File: src/hw/rtl/sda_pkg.sv
`timescale 1ns / 1ps
// ----------------------------------------------------------------------------
// sda_pkg
// Shared types and constants of the signed decimal adder: the job record that
// travels from the front end to the back end, and the magnitude order codes.
// ----------------------------------------------------------------------------
package sda_pkg;

  localparam int MAX_DIGITS_DEF = 32;
  // Digit counters cover the full parameter range (up to 63 pairs).
  localparam int CNT_W          = 6;
  localparam int DIGIT_W        = 4;
  localparam int QUEUE_DEPTH    = 2;

  localparam logic [DIGIT_W-1:0] DIGIT_MAX = 4'd9;
  localparam logic [DIGIT_W:0]   RADIX     = 5'd10;

  typedef enum logic [1:0] {
    ORDER_EQUAL,
    ORDER_FIRST,
    ORDER_SECOND
  } order_t;

  typedef struct packed {
    logic [DIGIT_W-1:0] digit_a;   // clamped digit
    logic [DIGIT_W-1:0] digit_b;   // clamped digit
    logic               keep;      // store this pair
    logic               fin;       // most significant pair, start the job
    logic               sign_a;
    logic               sign_b;
    order_t             order;     // magnitude order including this pair
    logic [CNT_W-1:0]   addr;      // store slot of this pair
    logic [CNT_W-1:0]   count;     // pairs stored including this one
  } job_t;

endpackage

File: src/hw/rtl/sda_front.sv
`timescale 1ns / 1ps
// ----------------------------------------------------------------------------
// sda_front
// Input front end: clamps digits, counts stored pairs, tracks which magnitude
// is larger, and pushes one job record per beat into the queue.
// ----------------------------------------------------------------------------
module sda_front #(
  parameter int MAX_DIGITS = sda_pkg::MAX_DIGITS_DEF
) (
  input  logic                         clk,
  input  logic                         rst,
  input  logic                         in_valid,
  output logic                         in_stall,
  input  logic [sda_pkg::DIGIT_W-1:0]  digit_a,
  input  logic [sda_pkg::DIGIT_W-1:0]  digit_b,
  input  logic                         sign_a,
  input  logic                         sign_b,
  input  logic                         final_pair,
  input  logic                         q_full,
  output logic                         push,
  output sda_pkg::job_t                job
);

  logic [sda_pkg::CNT_W-1:0]   count;
  logic [sda_pkg::CNT_W-1:0]   count_next;
  sda_pkg::order_t             order;
  sda_pkg::order_t             order_next;
  logic [sda_pkg::DIGIT_W-1:0] da;
  logic [sda_pkg::DIGIT_W-1:0] db;
  logic                        keep;

  always_comb begin
    da = (digit_a > sda_pkg::DIGIT_MAX) ? sda_pkg::DIGIT_MAX : digit_a;
    db = (digit_b > sda_pkg::DIGIT_MAX) ? sda_pkg::DIGIT_MAX : digit_b;
    keep = (count < sda_pkg::CNT_W'(MAX_DIGITS));
    order_next = order;
    count_next = count;
    if (keep) begin
      // a more significant unequal pair overrides earlier verdicts
      if (da > db) begin
        order_next = sda_pkg::ORDER_FIRST;
      end else if (da < db) begin
        order_next = sda_pkg::ORDER_SECOND;
      end
      count_next = count + sda_pkg::CNT_W'(1);
    end
  end

  assign in_stall = q_full;
  assign push     = in_valid && !q_full;

  always_comb begin
    job.digit_a = da;
    job.digit_b = db;
    job.keep    = keep;
    job.fin     = final_pair;
    job.sign_a  = sign_a;
    job.sign_b  = sign_b;
    job.order   = order_next;
    job.addr    = count;
    job.count   = count_next;
  end

  always_ff @(posedge clk) begin
    if (rst) begin
      count <= '0;
      order <= sda_pkg::ORDER_EQUAL;
    end else if (push) begin
      if (final_pair) begin
        count <= '0;
        order <= sda_pkg::ORDER_EQUAL;
      end else begin
        count <= count_next;
        order <= order_next;
      end
    end
  end

endmodule

File: src/hw/rtl/sda_queue.sv
`timescale 1ns / 1ps
// ----------------------------------------------------------------------------
// sda_queue
// Short FIFO of job records between the front end and the back end.
// ----------------------------------------------------------------------------
module sda_queue (
  input  logic          clk,
  input  logic          rst,
  input  logic          push,
  input  sda_pkg::job_t push_job,
  input  logic          pop,
  output sda_pkg::job_t head,
  output logic          full,
  output logic          empty
);

  localparam int PW = (sda_pkg::QUEUE_DEPTH > 1) ? $clog2(sda_pkg::QUEUE_DEPTH) : 1;

  sda_pkg::job_t entries [sda_pkg::QUEUE_DEPTH];
  logic [PW-1:0] wr_ptr;
  logic [PW-1:0] rd_ptr;
  logic [PW:0]   fill;

  assign full  = (fill == (PW+1)'(sda_pkg::QUEUE_DEPTH));
  assign empty = (fill == '0);
  assign head  = entries[rd_ptr];

  always_ff @(posedge clk) begin
    if (push) begin
      entries[wr_ptr] <= push_job;
    end
  end

  always_ff @(posedge clk) begin
    if (rst) begin
      wr_ptr <= '0;
      rd_ptr <= '0;
      fill   <= '0;
    end else begin
      if (push) begin
        wr_ptr <= wr_ptr + PW'(1);
      end
      if (pop) begin
        rd_ptr <= rd_ptr + PW'(1);
      end
      if (push && !pop) begin
        fill <= fill + (PW+1)'(1);
      end else if (pop && !push) begin
        fill <= fill - (PW+1)'(1);
      end
    end
  end

endmodule

File: src/hw/rtl/sda_back.sv
`timescale 1ns / 1ps
// ----------------------------------------------------------------------------
// sda_back
// Execution back end: stores digit pairs, walks them with decimal carry or
// borrow into the result memory, then emits the result top digit first.
// ----------------------------------------------------------------------------
module sda_back #(
  parameter int MAX_DIGITS = sda_pkg::MAX_DIGITS_DEF
) (
  input  logic                         clk,
  input  logic                         rst,
  input  sda_pkg::job_t                head,
  input  logic                         empty,
  output logic                         pop,
  output logic                         out_valid,
  input  logic                         out_stall,
  output logic [sda_pkg::DIGIT_W-1:0]  result_digit,
  output logic                         negative,
  output logic                         end_of_result
);

  localparam int AW = (MAX_DIGITS > 1) ? $clog2(MAX_DIGITS) : 1;
  localparam int SW = $clog2(MAX_DIGITS + 1);
  localparam int CW = sda_pkg::CNT_W;
  localparam int DW = sda_pkg::DIGIT_W;

  typedef enum logic [2:0] {
    S_LOAD,
    S_CALC,
    S_CARRY,
    S_EMIT_RD,
    S_EMIT_LD
  } state_t;

  logic [DW-1:0] first_mem  [MAX_DIGITS];
  logic [DW-1:0] second_mem [MAX_DIGITS];
  logic [DW-1:0] sum_mem    [MAX_DIGITS + 1];

  state_t         state;
  logic [CW-1:0]  n;
  logic [CW-1:0]  idx;
  logic [CW-1:0]  pidx;
  logic           pv;
  logic           add_op;
  logic           swap;
  logic           neg;
  logic           carry;
  logic           any;
  logic [SW-1:0]  top;
  logic [SW-1:0]  e_idx;
  logic [DW-1:0]  a_q;
  logic [DW-1:0]  b_q;
  logic [DW-1:0]  sum_q;

  logic           rd_en;
  logic [DW:0]    big5;
  logic [DW:0]    small5;
  logic [DW:0]    acc5;
  logic [DW-1:0]  d_next;
  logic           carry_next;
  logic           sum_we;
  logic [SW-1:0]  sum_waddr;
  logic [DW-1:0]  sum_wdata;
  logic           slot_free;
  logic           last_emit;

  assign pop       = (state == S_LOAD) && !empty;
  assign rd_en     = (state == S_CALC) && (idx < n);
  assign slot_free = !out_valid || !out_stall;
  assign last_emit = !any || (e_idx == '0);

  // one digit of add or subtract
  always_comb begin
    big5   = {1'b0, (swap ? b_q : a_q)};
    small5 = {1'b0, (swap ? a_q : b_q)};
    if (add_op) begin
      acc5 = big5 + small5 + (DW+1)'(carry);
      if (acc5 >= sda_pkg::RADIX) begin
        d_next     = DW'(acc5 - sda_pkg::RADIX);
        carry_next = 1'b1;
      end else begin
        d_next     = DW'(acc5);
        carry_next = 1'b0;
      end
    end else begin
      acc5 = small5 + (DW+1)'(carry);
      if (big5 < acc5) begin
        d_next     = DW'(big5 + sda_pkg::RADIX - acc5);
        carry_next = 1'b1;
      end else begin
        d_next     = DW'(big5 - acc5);
        carry_next = 1'b0;
      end
    end
  end

  always_comb begin
    sum_we    = 1'b0;
    sum_waddr = pidx[SW-1:0];
    sum_wdata = d_next;
    if (state == S_CALC && pv) begin
      sum_we = 1'b1;
    end else if (state == S_CARRY && add_op) begin
      sum_we    = 1'b1;
      sum_waddr = n[SW-1:0];
      sum_wdata = DW'(carry);
    end
  end

  always_ff @(posedge clk) begin
    if (pop && head.keep) begin
      first_mem[head.addr[AW-1:0]]  <= head.digit_a;
      second_mem[head.addr[AW-1:0]] <= head.digit_b;
    end
    if (rd_en) begin
      a_q <= first_mem[idx[AW-1:0]];
      b_q <= second_mem[idx[AW-1:0]];
    end
  end

  always_ff @(posedge clk) begin
    if (sum_we) begin
      sum_mem[sum_waddr] <= sum_wdata;
    end
    if (state == S_EMIT_RD) begin
      sum_q <= sum_mem[e_idx];
    end
  end

  always_ff @(posedge clk) begin
    if (rst) begin
      state     <= S_LOAD;
      pv        <= 1'b0;
      out_valid <= 1'b0;
    end else begin
      // drop a taken beat unless the emit step loads the next one
      if (out_valid && !out_stall && state != S_EMIT_LD) begin
        out_valid <= 1'b0;
      end
      unique case (state)
        S_LOAD: begin
          if (pop && head.fin) begin
            n      <= head.count;
            idx    <= '0;
            pv     <= 1'b0;
            carry  <= 1'b0;
            any    <= 1'b0;
            top    <= '0;
            add_op <= (head.sign_a == head.sign_b);
            swap   <= (head.sign_a != head.sign_b) && (head.order == sda_pkg::ORDER_SECOND);
            if (head.sign_a == head.sign_b) begin
              neg <= head.sign_a;
            end else if (head.order == sda_pkg::ORDER_SECOND) begin
              neg <= head.sign_b;
            end else if (head.order == sda_pkg::ORDER_FIRST) begin
              neg <= head.sign_a;
            end else begin
              neg <= 1'b0;
            end
            state <= S_CALC;
          end
        end
        S_CALC: begin
          if (rd_en) begin
            idx <= idx + CW'(1);
          end
          // read port is idle once the last pair is fetched
          pv   <= rd_en;
          pidx <= idx;
          if (pv) begin
            carry <= carry_next;
            if (d_next != '0) begin
              top <= pidx[SW-1:0];
              any <= 1'b1;
            end
            if (pidx + CW'(1) == n) begin
              state <= S_CARRY;
            end
          end
        end
        S_CARRY: begin
          // fold the final carry in and point at the top nonzero digit
          if (add_op && carry) begin
            any   <= 1'b1;
            top   <= n[SW-1:0];
            e_idx <= n[SW-1:0];
          end else begin
            e_idx <= any ? top : '0;
          end
          state <= S_EMIT_RD;
        end
        S_EMIT_RD: begin
          state <= S_EMIT_LD;
        end
        S_EMIT_LD: begin
          if (slot_free) begin
            out_valid     <= 1'b1;
            result_digit  <= any ? sum_q : '0;
            negative      <= any && neg;
            end_of_result <= last_emit;
            if (last_emit) begin
              state <= S_LOAD;
            end else begin
              e_idx <= e_idx - SW'(1);
              state <= S_EMIT_RD;
            end
          end
        end
        default: begin
          state <= S_LOAD;
        end
      endcase
    end
  end

endmodule

File: src/hw/rtl/signed_decimal_adder_core.sv
`timescale 1ns / 1ps
// ----------------------------------------------------------------------------
// signed_decimal_adder_core
// Signed decimal big-integer adder: digit pairs in, result digits out.
// ----------------------------------------------------------------------------
// Usage:
//   Input channel (in_valid / in_stall): one beat per digit pair, least
//   significant first, both operands padded to equal length. Digits above
//   nine saturate to nine. Pairs past MAX_DIGITS are dropped. The beat with
//   final_pair set carries the signs used and starts the computation.
//   Output channel (out_valid / out_stall): one beat per result digit, most
//   significant first, leading zeros suppressed; end_of_result marks the
//   last beat. A zero result is a single non-negative 0.
// Timing:
//   Non-final pairs are taken one per cycle while the queue is not full; a
//   two-entry job queue lets the front end keep taking beats while the back
//   end works. After the final pair the back end walks the digits (one pass
//   through the digit memories with a registered read port) and then emits
//   each result digit through a registered read of the result memory.
//   A busy back end fills the queue, and in_stall rises.
// Reset: rst clears the pair count, magnitude order, queue and output valid.
//   Digit memories need no clearing. A stall on the output holds the current
//   beat and halts the back end; no digit is lost or repeated.
// ----------------------------------------------------------------------------
module signed_decimal_adder_core #(
  parameter int MAX_DIGITS = sda_pkg::MAX_DIGITS_DEF
) (
  input  logic                         clk,
  input  logic                         rst,
  input  logic                         in_valid,
  output logic                         in_stall,
  input  logic [sda_pkg::DIGIT_W-1:0]  digit_a,
  input  logic [sda_pkg::DIGIT_W-1:0]  digit_b,
  input  logic                         sign_a,
  input  logic                         sign_b,
  input  logic                         final_pair,
  output logic                         out_valid,
  input  logic                         out_stall,
  output logic [sda_pkg::DIGIT_W-1:0]  result_digit,
  output logic                         negative,
  output logic                         end_of_result
);

  sda_pkg::job_t push_job;
  sda_pkg::job_t head;
  logic          push;
  logic          pop;
  logic          q_full;
  logic          q_empty;

  // classify each beat and push a job record
  sda_front #(
    .MAX_DIGITS (MAX_DIGITS)
  ) u_front (
    .clk        (clk),
    .rst        (rst),
    .in_valid   (in_valid),
    .in_stall   (in_stall),
    .digit_a    (digit_a),
    .digit_b    (digit_b),
    .sign_a     (sign_a),
    .sign_b     (sign_b),
    .final_pair (final_pair),
    .q_full     (q_full),
    .push       (push),
    .job        (push_job)
  );

  // decouple the two halves
  sda_queue u_queue (
    .clk      (clk),
    .rst      (rst),
    .push     (push),
    .push_job (push_job),
    .pop      (pop),
    .head     (head),
    .full     (q_full),
    .empty    (q_empty)
  );

  // store, compute, emit
  sda_back #(
    .MAX_DIGITS (MAX_DIGITS)
  ) u_back (
    .clk           (clk),
    .rst           (rst),
    .head          (head),
    .empty         (q_empty),
    .pop           (pop),
    .out_valid     (out_valid),
    .out_stall     (out_stall),
    .result_digit  (result_digit),
    .negative      (negative),
    .end_of_result (end_of_result)
  );

endmodule
File: config.mk
export PLATFORM = sky130hd
export DESIGN_NAME = signed_decimal_adder_core
export DESIGN_NICKNAME = d
export VERILOG_FILES = /design/src/hw/rtl/sda_pkg.sv /design/src/hw/rtl/sda_front.sv /design/src/hw/rtl/sda_queue.sv /design/src/hw/rtl/sda_back.sv /design/src/hw/rtl/signed_decimal_adder_core.sv
export SDC_FILE = /design/constraint.sdc
export NUM_CORES = 1
export LEC_CHECK = 0
export ABC_CLOCK_PERIOD_IN_PS = 6650
export BUFFER_PORTS_ARGS = -buffer_cell sky130_fd_sc_hd__buf_2
export CORE_MARGIN = 2
export CORE_UTILIZATION = 61
export DETAILED_ROUTE_END_ITERATION = 12
export GPL_ROUTABILITY_DRIVEN = 0
export PLACE_DENSITY_LB_ADDON = 0.25
export SETUP_SLACK_MARGIN = 0.02
export SYNTH_ARGS = -nofsm -noshare
export SYNTH_HDL_FRONTEND = slang
export SYNTH_HIERARCHICAL = 1
export SYNTH_SLANG_ARGS = --single-unit
File: constraint.sdc
create_clock -name clk -period 6.65 [get_ports clk]
set_clock_uncertainty 0.05 [all_clocks]
set_input_delay 1.33 -clock clk [delete_from_list [all_inputs] [get_ports clk]]
set_output_delay 1.33 -clock clk [all_outputs]
set_load 0.1 [all_outputs]
# Yosys cells after proc, flatten, opt, wreduce, memory -nomap -nowiden
# Memory sizes are Yosys's and may differ from the RTL's. A register that Yosys moved wholly into a read port is not among the register bits.
# Cells that the tools add are included.
totals:
  n_memories: 4
  ram_bits: 440
  word_cells: 172
  inputBits: 15
  reg_bits: 58
  mem_bits_ro: 0
  out_inout_bits: 8
  latchBits: 0
op_classes:
  bitwise: 1
  reduce_logical: 40
  n_lt_le_gt_ge: 8
  n_eq_ne: 19
  n_addsub: 15
  div: 0
  multipliers: 0
  n_mux: 64
  n_shift: 0
memory_table:
  columns: ["name", "words", "width", "rd", "rd_clocked_by_memory_dff", "write_ports", "line", "source"]
  rows:
  - ["u_back.sum_mem", 33, 4, 1, 1, 1, "sda_back.sv:37", "logic [DW-1:0] sum_mem [MAX_DIGITS + 1];"]
  - ["u_back.first_mem", 32, 4, 1, 1, 1, "sda_back.sv:35", "logic [DW-1:0] first_mem [MAX_DIGITS];"]
  - ["u_back.second_mem", 32, 4, 1, 1, 1, "sda_back.sv:36", "logic [DW-1:0] second_mem [MAX_DIGITS];"]
  - ["u_queue.entries", 2, 26, 1, 1, 1, "sda_queue.sv:19", "sda_pkg::job_t entries [sda_pkg::QUEUE_DEPTH];"]
op_table:
  columns: ["cell", "n"]
  rows:
  - ["$mux 6", 13]
  - ["$mux 4", 9]
  - ["$mux 1", 24]
  - ["$pmux 6 s2", 2]
  - ["$add 6x1->6 const B", 3]
  - ["$pmux 6 s3", 1]
  - ["$reduce_and 4->1", 4]
  - ["$pmux 3 s5", 1]
  - ["$logic_and 1x1->1", 14]
  - ["$mux 2", 7]
  - ["$mux 3", 4]
  - ["$ne 2x2->1 const B", 5]
  - ["$gt 4x4->1 const B", 2]
  - ["$sub 4x4->4", 2]
  - ["$logic_not 1->1", 7]
  - ["$eq 3x2->1 const B", 2]
  - ["$eq 6x6->1", 1]
  - ["$logic_not 6->1", 1]
  - ["$lt 6x6->1", 1]
  - ["$lt 6x6->1 const B", 1]
  - ["$ne 2x1->1 const B", 3]
  - ["$reduce_and 3->1", 2]
  - ["$reduce_and 6->1", 1]
  - ["$reduce_bool 2->1", 3]
  - ["29 further kinds", 34]

# Longest topological paths before layout
depth:
  ltp_word: 10
  depth_mapped: 15
  mapped_depth_nobuf: 14

# Cells and area by module
# Netlist, hierarchy kept.
by_module_without_submodules:
  columns: ["mod", "cells_each", "area_each_um2", "instances"]
  rows:
  - ["sda_back", 1034, 18818.0, 1]
  - ["sda_queue", 103, 2082.0, 1]
  - ["sda_front", 81, 649.4, 1]

# Least setup slack after synthesis
# No wires, ideal clock.
synth_timing:
  path_type: "reg-to-reg"
  from: "reg u_back.swap"
  to: "mem u_back/sum_mem[0][2] (netlist name) (data pin)"
  t_arrival_ns: 4.268
  setup_slack_ns: 1.864
  period_less_slack_ns: 4.786
  required_time_ns: 6.131
  stages_incl_launch_ff: 15
  n_path_buf: 1
  cell_sequence: "edfxtp_1 buf_2 mux2i_1 inv_1 ha_1 ha_1 inv_1 ha_1 inv_1 ha_1 fa_1 nor2_1 mux2_1 nor2_1 nor3b_1"
synth_between:
  elab_chain_cells: 8
  elab_cells_between_ends: 16
synth_rtl:
  columns: ["element", "line", "source"]
  rows:
  - ["start: declaration", "sda_back.sv:45", "logic swap;"]
  - ["start signal: assignment", "sda_back.sv:150", "swap <= (head.sign_a != head.sign_b) && (head.order == sda_pkg::ORDER_SECOND);"]
  - ["$mux 4, on equally long branches", "sda_back.sv:74, sda_back.sv:75", null]
  - ["$add 4x4->5", "sda_back.sv:77", "acc5 = big5 + small5 + (DW+1)'(carry);"]
  - ["$add 5x1->5", "sda_back.sv:77", null]
  - ["$sub 4x4->4 / $ge 5x4->1 (equally long branches)", "sda_back.sv:79, sda_back.sv:78", null]
  - ["$mux 4", "sda_back.sv:78", "if (acc5 >= sda_pkg::RADIX) begin"]
  - ["$mux 4 (*)", "sda_back.sv:76", "if (add_op) begin"]
  - ["$mux 4", "sda_back.sv:103", "end else if (state == S_CARRY && add_op) begin"]
  - ["$mux 4 (*)", "sda_back.sv:101", "if (state == S_CALC && pv) begin"]
  - ["named net u_back.sum_wdata[2]", "sda_back.sv:63", "logic [DW-1:0] sum_wdata;"]
  - ["end: declaration", "sda_back.sv:37", null]
# Mark *: on every way through the listed nets, which the timed path passes. The rest lies on a longest branch.

# Worst setup path after layout
layout_timing:
  from: "reg u_back.swap"
  to: "reg u_back.top[4], enable pin"
layout_between:
  elab_chain_cells: 9
  elab_cells_between_ends: 17
layout_rtl:
  columns: ["element", "line", "source"]
  rows:
  - ["$mux 4, on equally long branches", "sda_back.sv:74, sda_back.sv:75", null]
  - ["$add 4x4->5", "sda_back.sv:77", null]
  - ["$add 5x1->5", "sda_back.sv:77", null]
  - ["$sub 4x4->4 / $ge 5x4->1 (equally long branches)", "sda_back.sv:79, sda_back.sv:78", null]
  - ["$mux 4", "sda_back.sv:78", null]
  - ["$mux 4 (*)", "sda_back.sv:76", null]
  - ["$reduce_bool 4->1 (*)", "sda_back.sv:172", "if (d_next != '0) begin"]
  - ["$ne 2x2->1 (no source line) (*)", null, null]
  - ["$reduce_and 6->1 (no source line) (*)", null, null]
  - ["end signal: assignment", "sda_back.sv:173", "top <= pidx[SW-1:0];"]
  - ["end signal: assignment", "sda_back.sv:185", "top <= n[SW-1:0];"]
  - ["end: declaration", "sda_back.sv:49", "logic [SW-1:0] top;"]
# Mark *: on every way between the ends. The rest lies on a longest branch, timed or not.
# A chain may end at the register's enable or synchronous reset.

==> results.txt <==
Status: completed
Wire length per cell: 24.1 µm
Initial antenna violation count: 0
Most Crowded Layer GR: met2
Hold buffer count at CTS: 0
H-tree depth: 2
Max-slew violations: 0
Ratio of cells with drive above 1 in the final layout: 22.7%
Port Buffer Count: 22
Syn Inst Count: 1215
Pre-CTS setup slack: 1870 ps
YS warnings: 6
Final setup viols: 0
Max FO, Critical Path: 10
Largest net degree at the start of global routing: 69
Buf+Inv Stages, Crit Path: 1
Final min period: 4810 ps
RSZ-0062 raised after global routing: no
Cell Area, Synth: 21500 µm²
CP peak stage delay: 1000 ps
Sequence of cells on the critical path: mux2i_1 -> fa_1 -> fa_1 -> xor2_1 -> ha_1 -> inv_1 -> a2111oi_0 -> and2_1 -> nor3_1 -> o311a_1 -> a311oi_1
Antenna viol nets, final: 0
NetSw: 2.78 mW
Syn_nets: 1263
Seq pwr share: 47.0%
# DRC: 0
Final hold violation count: 0
CP max-delay cell: a311oi_1
Switch share: 29.2%
P_leak: 7.75 nW
CTS clk-pin slew, worst paths: 60 ps
First-pass GRT wire length: 65.1 mm
Cell Int Power: 6.75 mW
CP startpoint kind: flip-flop
Cell Rows: 68
Vias post-DR: 10900
Clock power frac: 29.0%
CP required: 6780 ps
Crit path max-delay family: compound AO/OA/AOI/OAI gates
CTS tree: done
Congestion Overflow GR: 0
Initial core utilization: 62.0%
Final WL: 41.7 mm
Total negative slack: 0 ps
Clock sink count: 509
Tcrit/Tclk final: 72.3%
Placed instance area: 21900 µm²
Hold crit path type: flip-flop to flip-flop
Chip Width: 192 µm
Crit path kind: flip-flop to flip-flop
Worst-margin pin slew: 1210 ps
Post-CTS sizing: 0
Cell mode on critical path: fa_1
Die H: 192 µm
Num CTS Buffers: 50
Max capacitance violation total: 0
CTS Buffer Depth: 3
Area Overhead vs Synth: 9.70%
Slack of the critical path: 1840 ps
Total Power: 9.53 mW
Worst setup EP type: flip-flop
DP HPWL: 26.7 mm
Met1 Usage GRT: 32.9%
Core area: 34600 µm²
Vias in the first global route: 11200
Clk root buf: clkbuf_16
Fill cells: 2160
Pwr Density: 404 nW/µm²
Initial drt markers: 1065
Die ar.: 36700 µm²
Fin area: 23600 µm²
Slew HR: 19.0%
Achievable Freq: 0.208 GHz
Worst Path Arrival: 4930 ps
DR vias/cell: 6.26
Drt first pass iters: 5
Combinational fraction of design power: 24.1%
Max VDD drop: 0.444 mV
# nets final: 1285
Avg Cell Area, Syn: 17.7 µm²
# Post-CTS Setup Buffers: 0
GRT met2 Usage: 40.8%
GRT Total Usage: 24.0%
Later-pin clock latency in the skew report: 570 ps
Antenna cells: 0
I/O pins: 23
GR Util met3: 3.34%
[area by class of cell]
cell class,instances,area [µm²],area share (%)
flip-flops and latches,509,15100,64.1
repair buffers,37,223,0.945
well taps,455,569,2.42
inverters,34,128,0.542
clock buffers,55,1290,5.48
clock inverters,38,334,1.42
multi-input cells,605,5910,25.1
[power by group through the flow]
| stage | logic, mW | clock network [mW] | registers [mW] |
|---|---|---|---|
| after floorplan | 1.65 | 0 | 4.45 |
| after global placement | 2.19 | 0 | 4.53 |
| after detailed placement | 2.28 | 0 | 4.54 |
| after CTS | 2.30 | 2.81 | 4.47 |
| after global routing | 2.50 | 2.92 | 4.50 |
| final | 2.29 | 2.76 | 4.48 |
[tightest hold or removal path, stage by stage, from the launching register on]
cell     delay, ps
dfxtp_1        310
inv_1           50
a22oi_1         50
[worst paths after layout]
check,to,slack (ps),depth (start not counted),from
setup reg to reg,u_back/top[4],1840,11,u_back/swap
hold / removal,u_front/order[0],410,2,u_front/order[0]
hold reg to reg,u_front/order[0],410,2,u_front/order[0]
setup / recovery,u_back/top[4],1840,11,u_back/swap
[placed cells by master, fill, tap and decap left out, types with 8 or more instances in the layout]
| master | count |
|---|---|
| edfxtp_1 | 491 |
| nor2_1 | 123 |
| mux4_2 | 118 |
| clkbuf_16 | 51 |
| nand2_1 | 43 |
| mux2_2 | 39 |
| inv_1 | 33 |
| ha_1 | 28 |
| nand3_1 | 24 |
| buf_2 | 22 |
| clkinv_2 | 21 |
| o21ai_0 | 18 |
| dfxtp_1 | 18 |
| mux2i_1 | 17 |
| a21oi_1 | 17 |
| nor2b_1 | 16 |
| xnor2_1 | 16 |
| buf_4 | 15 |
| nor3_1 | 14 |
| a22oi_1 | 11 |
| xor2_1 | 11 |
| nand2b_1 | 11 |
| and2_1 | 9 |
| a31oi_1 | 8 |
[stage by stage]
stage               hold WS (ps)  utilization, %  cells
CTS                          418            68.0   1733
global placement             400            63.3   1640
floorplan                    386               -   1215
detailed placement           409            63.3   1640
finish                       413            68.0   1733
global route                 452            68.0   1733
[sequential cells by signal (all words and copies together), names as in the netlist, 2 cells and up, named ones only]
signal,flops
u_back/first_mem,128
u_back/e_idx,6
u_back/b_q,4
u_back/top,6
u_back/a_q,4
u_back/n,6
u_front/order,2
u_front/count,6
u_back/second_mem,128
u_back/pidx,6
u_back/result_digit,4
u_queue/fill,2
u_queue/entries,50
u_back/state,3
u_back/sum_q,4
u_back/idx,6
u_back/sum_mem,132
[routing by layer]
metal	wire length [µm]	part of all wire, %
met5	0	0
met2	21800	52
met3	2170	5.2
met1	17100	41
met4	699	1.7
No activity file was read; power rests on OpenSTA's default activity.
